--- config.mk ---
export PLATFORM = sky130hd
export DESIGN_NAME = ttf_norm
export DESIGN_NICKNAME = d
export VERILOG_FILES = /design/src/rtl/triangle_tangent_frame_unit_assert.svh /design/src/rtl/ttf_pkg.sv /design/src/rtl/ttf_norm.sv
export SDC_FILE = /design/constraint.sdc
export NUM_CORES = 2
export LEC_CHECK = 0
export ABC_CLOCK_PERIOD_IN_PS = 18500
export BUFFER_PORTS_ARGS = -buffer_cell sky130_fd_sc_hd__buf_2
export CORE_UTILIZATION = 26
export CTS_CLUSTER_SIZE = 28
export DETAILED_ROUTE_END_ITERATION = 16
export PLACE_DENSITY = 0.5
export SLEW_MARGIN = 10
export SYNTH_ARGS = -nofsm -noshare
export SYNTH_HDL_FRONTEND = slang
export SYNTH_SLANG_ARGS = --single-unit
--- constraint.sdc ---
create_clock -name aclk -period 18.5 [get_ports aclk]
set_input_delay 1.85 -clock aclk [delete_from_list [all_inputs] [get_ports aclk]]
set_output_delay 1.85 -clock aclk [all_outputs]
set_load 0.005 [all_outputs]
--- src/rtl/triangle_tangent_frame_unit_assert.svh ---
// Assertion macros shared by the triangle tangent frame RTL.
`ifndef TRIANGLE_TANGENT_FRAME_UNIT_ASSERT_SVH
`define TRIANGLE_TANGENT_FRAME_UNIT_ASSERT_SVH
`ifndef NO_ASSERTIONS
`define TTF_ASSERT(lbl, prop) \
    lbl: assert property (@(posedge aclk) disable iff (!aresetn) prop) \
        else $error("ttf assertion failed");
`define TTF_ASSERT_RST(lbl, prop) \
    lbl: assert property (@(posedge aclk) prop) \
        else $error("ttf reset assertion failed");
`else
`define TTF_ASSERT(lbl, prop)
`define TTF_ASSERT_RST(lbl, prop)
`endif
`endif

--- src/rtl/ttf_pkg.sv ---
// Shared constants and types of the triangle tangent frame unit.
package ttf_pkg;

    localparam int FRAC_BITS = 12;
    localparam int IN_W      = 16;
    localparam int OUT_W     = 16;
    localparam int ACC_W     = 48;
    localparam int Q14_ONE   = 16384;

    typedef struct packed {
        logic done;
        logic nonzero;
    } norm_stat_t;

endpackage

--- src/rtl/ttf_norm.sv ---
// Iterative vector normalizer producing a Q1.14 unit vector, or zeros for a zero input.
module ttf_norm
    import ttf_pkg::*;
(
    input  logic                    aclk,
    input  logic                    aresetn,
    input  logic                    start,
    input  logic signed [ACC_W-1:0] vec_in [3],
    output norm_stat_t              stat,
    output logic signed [OUT_W-1:0] comp_out [3]
);

    typedef enum logic [2:0] {
        N_IDLE, N_SHIFT, N_SQ, N_ROOT, N_LOAD, N_DIV
    } nstate_t;

    nstate_t             state_reg;
    logic [ACC_W-1:0]    mag_reg [3];
    logic                neg_reg [3];
    logic [1:0]          sq_cnt_reg;
    logic [59:0]         prod_reg;
    logic [63:0]         rem_reg;
    logic [63:0]         root_reg;
    logic [4:0]          bit_reg;
    logic [1:0]          comp_reg;
    logic [45:0]         num_reg;
    logic [14:0]         q_reg;
    logic [3:0]          i_reg;
    logic signed [OUT_W-1:0] out_reg [3];
    logic                done_reg;
    logic                nz_reg;

    logic [ACC_W-1:0]    m_max;
    logic [63:0]         root_bit;
    logic [63:0]         root_try;
    logic [45:0]         div_sub;
    logic [15:0]         q_signed;

    always_comb begin
        m_max = mag_reg[0];
        if (mag_reg[1] > m_max) begin
            m_max = mag_reg[1];
        end
        if (mag_reg[2] > m_max) begin
            m_max = mag_reg[2];
        end
        root_bit = 64'd1 << {bit_reg, 1'b0};
        root_try = root_reg + root_bit;
        div_sub  = {15'd0, root_reg[30:0]} << i_reg;
        q_signed = neg_reg[comp_reg] ? (16'd0 - {1'b0, q_reg}) : {1'b0, q_reg};
    end

    always_ff @(posedge aclk) begin
        if (!aresetn) begin
            state_reg <= N_IDLE;
            done_reg  <= 1'b0;
            nz_reg    <= 1'b0;
        end else begin
            done_reg <= 1'b0;
            unique case (state_reg)
                N_IDLE: begin
                    if (start) begin
                        for (int k = 0; k < 3; k++) begin
                            neg_reg[k] <= vec_in[k][ACC_W-1];
                            mag_reg[k] <= vec_in[k][ACC_W-1] ? (ACC_W'(0) - vec_in[k])
                                                             : vec_in[k];
                        end
                        state_reg <= N_SHIFT;
                    end
                end
                N_SHIFT: begin
                    if (m_max == '0) begin
                        for (int k = 0; k < 3; k++) begin
                            out_reg[k] <= '0;
                        end
                        done_reg  <= 1'b1;
                        nz_reg    <= 1'b0;
                        state_reg <= N_IDLE;
                    end else if (m_max[ACC_W-1:30] != '0) begin
                        for (int k = 0; k < 3; k++) begin
                            mag_reg[k] <= mag_reg[k] >> 1;
                        end
                    end else if (!m_max[29]) begin
                        for (int k = 0; k < 3; k++) begin
                            mag_reg[k] <= mag_reg[k] << 1;
                        end
                    end else begin
                        sq_cnt_reg <= 2'd0;
                        rem_reg    <= '0;
                        state_reg  <= N_SQ;
                    end
                end
                N_SQ: begin
                    if (sq_cnt_reg != 2'd3) begin
                        prod_reg <= mag_reg[sq_cnt_reg][29:0] * mag_reg[sq_cnt_reg][29:0];
                    end
                    if (sq_cnt_reg != 2'd0) begin
                        rem_reg <= rem_reg + {4'd0, prod_reg};
                    end
                    sq_cnt_reg <= sq_cnt_reg + 2'd1;
                    if (sq_cnt_reg == 2'd3) begin
                        root_reg  <= '0;
                        bit_reg   <= 5'd31;
                        state_reg <= N_ROOT;
                    end
                end
                N_ROOT: begin
                    if (rem_reg >= root_try) begin
                        rem_reg  <= rem_reg - root_try;
                        root_reg <= (root_reg >> 1) + root_bit;
                    end else begin
                        root_reg <= root_reg >> 1;
                    end
                    bit_reg <= bit_reg - 5'd1;
                    if (bit_reg == 5'd0) begin
                        comp_reg  <= 2'd0;
                        state_reg <= N_LOAD;
                    end
                end
                N_LOAD: begin
                    num_reg   <= {2'd0, mag_reg[comp_reg][29:0], 14'd0}
                               + {16'd0, root_reg[30:1]};
                    q_reg     <= '0;
                    i_reg     <= 4'd14;
                    state_reg <= N_DIV;
                end
                N_DIV: begin
                    if (num_reg >= div_sub) begin
                        num_reg      <= num_reg - div_sub;
                        q_reg[i_reg] <= 1'b1;
                    end
                    i_reg <= i_reg - 4'd1;
                    if (i_reg == 4'd0) begin
                        if (num_reg >= div_sub) begin
                            out_reg[comp_reg] <= neg_reg[comp_reg]
                                ? (16'sd0 - $signed({1'b0, q_reg[14:1], 1'b1}))
                                : $signed({1'b0, q_reg[14:1], 1'b1});
                        end else begin
                            out_reg[comp_reg] <= $signed(q_signed);
                        end
                        if (comp_reg == 2'd2) begin
                            done_reg  <= 1'b1;
                            nz_reg    <= 1'b1;
                            state_reg <= N_IDLE;
                        end else begin
                            comp_reg  <= comp_reg + 2'd1;
                            state_reg <= N_LOAD;
                        end
                    end
                end
                default: state_reg <= N_IDLE;
            endcase
        end
    end

    assign stat.done    = done_reg;
    assign stat.nonzero = nz_reg;
    assign comp_out     = out_reg;

endmodule
# == After elaboration in Yosys (flattened, before gate mapping) ==
# Memories as Yosys holds them, arrays and structs flattened. A register that Yosys moved wholly into a read port is not among the register bits.
# Cells that the tools add are included.
# Widths: inputs -> output; s select.
# totals
regBits,315
latchBits,0
ram_bits,147
mem_bits_ro,0
out_inout_bits,50
wordCells,180
mem_count,2
# mem_list
name,depth,width,read_ports,rd_ports_with_merged_regs,write_ports,line,rtl
mag_reg,3,48,5,2,3,ttf_norm.sv:18,logic [ACC_W-1:0] mag_reg [3];
neg_reg,3,1,1,1,3,ttf_norm.sv:19,logic neg_reg [3];
# op_classes
n_addsub,15
multipliers,1
div,0
magnitude_cmp,8
n_eq_ne,23
shifts,2
muxes,82
bitwise,8
reduce_logical,24
# op_table
op,count
$mux 48,14
$mux 64,7
$pmux 64 s3,1
$sub 1x48->48 const A,3
$pmux 64 s2,1
$bwmux 48,2
$gt 48x48->1,2
$pmux 48 s2,1
$pmux 46 s2,1
$add 63x64->64,1
$add 64x60->64,1
$add 64x64->64,1
$ge 64x64->1,1
$shl 1x6->64 const A,1
$sub 64x64->64,1
$mul 30x30->60,1
$logic_not 48->1,1
$mux 16,3
$ge 46x46->1,1
$mux 46,1
$shl 31x4->46,1
$sub 46x46->46,1
$add 44x30->45,1
$demux 16 s2,1
42 further kinds,114

# == Logic depth before layout (Yosys ltp) ==
# depth
depth_word,12
ltp_mapped,38

# == Worst setup path after synthesis ==
# Ideal clock, no wire load.
# synth_timing
path_type,register to register
start,memory mag_reg[1][29]
end,memory mag_reg[0][0] (enable)
setup_ps,1580
arrival_ps,9031
t_required_ps,16920
slack_ps,7889
stages_incl_launch_ff,26
path_buffers,5
cell_sequence,edfxtp_1 ha_1 nand4_1 nor2_1 nand2_1 or2_2 o221ai_1 nor3_1 a21oi_1 clkbuf_1 clkbuf_1 mux2i_1 ha_1 a21o_1 a21o_1 a21oi_1 o21ai_0 a21o_1 a221o_1 o21ba_2 clkbuf_1 mux2_2 nand4_1 clkbuf_1 buf_1 nand3_1
# synth_rtl
item,line
from (decl),ttf_norm.sv:18

==> impl_metrics.env <==
export IMPL_finalSetupViolCount=0
export IMPL_maxSlewHeadroom_pct=22.5
export IMPL_grt_pass1_vias=57137
export IMPL_syn_area_mm2=0.0681
export IMPL_synth_seq_cells=465
export IMPL_min_period_over_period_pct=59.2
export IMPL_drt_wl_total_mm=235
export IMPL_syn_inst=7750
export IMPL_crit_slowest_cell="clkinv_1"
export IMPL_synth_top_area_cell="fa_1"
export IMPL_die_h_um=514
export IMPL_skew_ns=0.0548
export IMPL_grt_use_total_pct=17.5
export IMPL_wire_per_inst_um=20.8
export IMPL_syn2layout_area_growth_pct=10.2
export IMPL_critPathBufInv=7
export IMPL_cts_buffers=66
export IMPL_synth_cell_types=90
export IMPL_cts_setup_buffers=0
export IMPL_multiInputGateArea_mm2=0.0494
export IMPL_cpLargestDelayFamily="adder cells"
export IMPL_clk_latency_ns=0.68
export IMPL_synth_top_area_share_pct=20.6
export IMPL_drt_first_pass_iters=6
export IMPL_end_kind="flip-flop"
export IMPL_cp_required_ns=18.87
export IMPL_yosysSeqAreaShare_pct=20.4
export IMPL_synth_avg_cell_area_um2=8.79
export IMPL_min_path_type="flip-flop to flip-flop"
export IMPL_num_io_pins=197
export IMPL_viasPerCell=5.05
export IMPL_port_buffers=196
export IMPL_yosysWarnings=0
export IMPL_cp_data_arrival_time_ns=11.32
export IMPL_worst_path_largest_cell_delay_ns=0.90
export IMPL_syn_nets=9209
export IMPL_synth_edf_count=456
export IMPL_drt_iter0_markers=4474
export IMPL_post_cts_resize_count=0
export IMPL_detail_route_drc_violations=0
export IMPL_num_rows=187
export IMPL_clock_root_buffer="clkbuf_16"
export IMPL_gr_total_overflow=0
export IMPL_start_kind="flip-flop"
export IMPL_clk_pin_slew_ns=0.06
export IMPL_regArea_mm2=0.0139
export IMPL_clk_path_buf_depth=3
export IMPL_max_slew_worst_pin_slew_ns=1.16
export IMPL_dieWidth_um=514
export IMPL_crit_type="flip-flop to flip-flop"
export IMPL_grt_max_degree=194
export IMPL_antenna_found_initial=4
export IMPL_maxSlewViolCount=0
export IMPL_fill_cells=27582
export IMPL_htreeDepth=3
export IMPL_cap_violations=0
export IMPL_min_period_ns=10.94
export IMPL_cts_sinks=465
export IMPL_hold_viol=0
export IMPL_drive_above_1_share_pct=6.56
export IMPL_vias=57060
export IMPL_start_util_pct=26.2
export IMPL_cpMostUsedCell="fa_1"
export IMPL_synthArstFlopShare_pct=0
export IMPL_cp_max_fo=30
export IMPL_hpwl_mm=184
export IMPL_fmax_mhz=91.4
export IMPL_antenna_left=0
export IMPL_largest_register_ffs=144
export IMPL_synthTopCellsByArea="fa_1 (21%), edfxtp_1 (20%), ha_1 (11%)"
export IMPL_core_area_mm2=0.260
export IMPL_cts_hold_fix_buffers=0
export IMPL_die_area_mm2=0.264
export IMPL_nNetsFinal=9216
export IMPL_globalplace_congestion=0.921
export IMPL_cts_tree="done"
export IMPL_rsz0062_at_grt="no"
export IMPL_outcome="finished clean"
export IMPL_synth_flop_cell="edfxtp_1"
export IMPL_grt_pass1_wl_mm=357
export IMPL_tns_ns=0
[worst paths after layout]
check / slack, ns / endpoint / from / cells past startpoint
worst min register to register: 0.56 / flip-flop / comp_reg[1]$_DFFE_PP_ / 1
worst min-delay path: 0.56 / flip-flop / comp_reg[1]$_DFFE_PP_ / 1
worst max-delay path: 7.56 / prod_reg[52]$_DFFE_PP_ / flip-flop / 31
worst max register to register: 7.56 / prod_reg[52]$_DFFE_PP_ / flip-flop / 31
[worst register-to-register path: cells and delay by family, from the launching register on]
kind,cells,cell delay [ns]
simple gates,6,1.69
fa+ha+maj,9,4.22
mux,1,0.28
flops,1,0.31
buf+inv,7,1.65
compound gates,8,2.53
[routing by layer]
layer / wire, µm / vias up / track usage (%)
met3: 15000 / 286 / 2.54
met5: 0 / - / 0
met2: 103000 / 1736 / 27.2
li1: - / 26667 / -
met1: 111000 / 28371 / 25.4
met4: 5470 / 0 / 3.78
[layout by cell type (no fill, tap or decap), drive strengths merged, types with 53 or more instances in the layout]
master    n
a211oi   68
a21o    180
a21oi   367
a31oi    92
and3     57
buf     282
clkbuf   79
edfxtp  456
fa      700
ha      612
inv     979
mux2i   169
nand2   867
nand2b   60
nand3   117
nand4    93
nor2    616
nor2b    58
nor3     73
nor4     58
o21ai   558
o22ai    63
o31ai    59
or3      53
xnor2   230
xor2    265
[layout make-up]
type                       instances  area share [%]
clock inverter                    35           0.498
tap                             3496            5.83
multi-input combinational       5959            65.8
inverter                         983            4.91
timing repair buffer             282            2.18
antenna                            2         0.00666
sequential                       465            18.5
clock buffer                      79            2.32
[through the flow]
step,util [%],cell area (µm²),setup slack [ns],std cells,hold WS [ns]
floorplan,-,68100,7.89,7750,0.498
global route,28.9,75100,7.10,11300,0.591
CTS,28.9,75100,7.65,11299,0.573
finish,28.9,75100,7.56,11301,0.565
global placement,28.1,73000,7.82,11185,0.542
detailed placement,28.1,73000,7.67,11185,0.555
[synth_stat cells, drive strengths merged (51+ instances only)]
library cell	instances
o21ai	558
a21o	180
nand4	93
edfxtp	456
nand2b	60
o21a	52
o22ai	63
fa	700
inv	974
ha	612
clkbuf	297
xor2	265
or3	53
nor4	58
a21oi	367
nand2	867
a211oi	68
nand3	117
nor2	616
a31oi	92
o21bai	51
o211ai	52
xnor2	230
mux2i	169
and3	57
o31ai	59
nor2b	58
nor3	73
[cells by family (layout without fill, tap and decap cells)]
family,Yosys count,in the layout,synth area share (%)
xor+xnor,495,495,6.36
other cells,0,2,0
mux,210,210,3.44
compound gates,1744,1744,16.0
fa+ha+maj,1312,1312,31.8
simple gates,2198,2198,14.7
buf+inv,1326,1379,7.33
flops,465,465,20.4
Power is left out: the tool's default activity adds up to more than one toggle a clock period on the data nets, which glitch-free logic cannot reach.
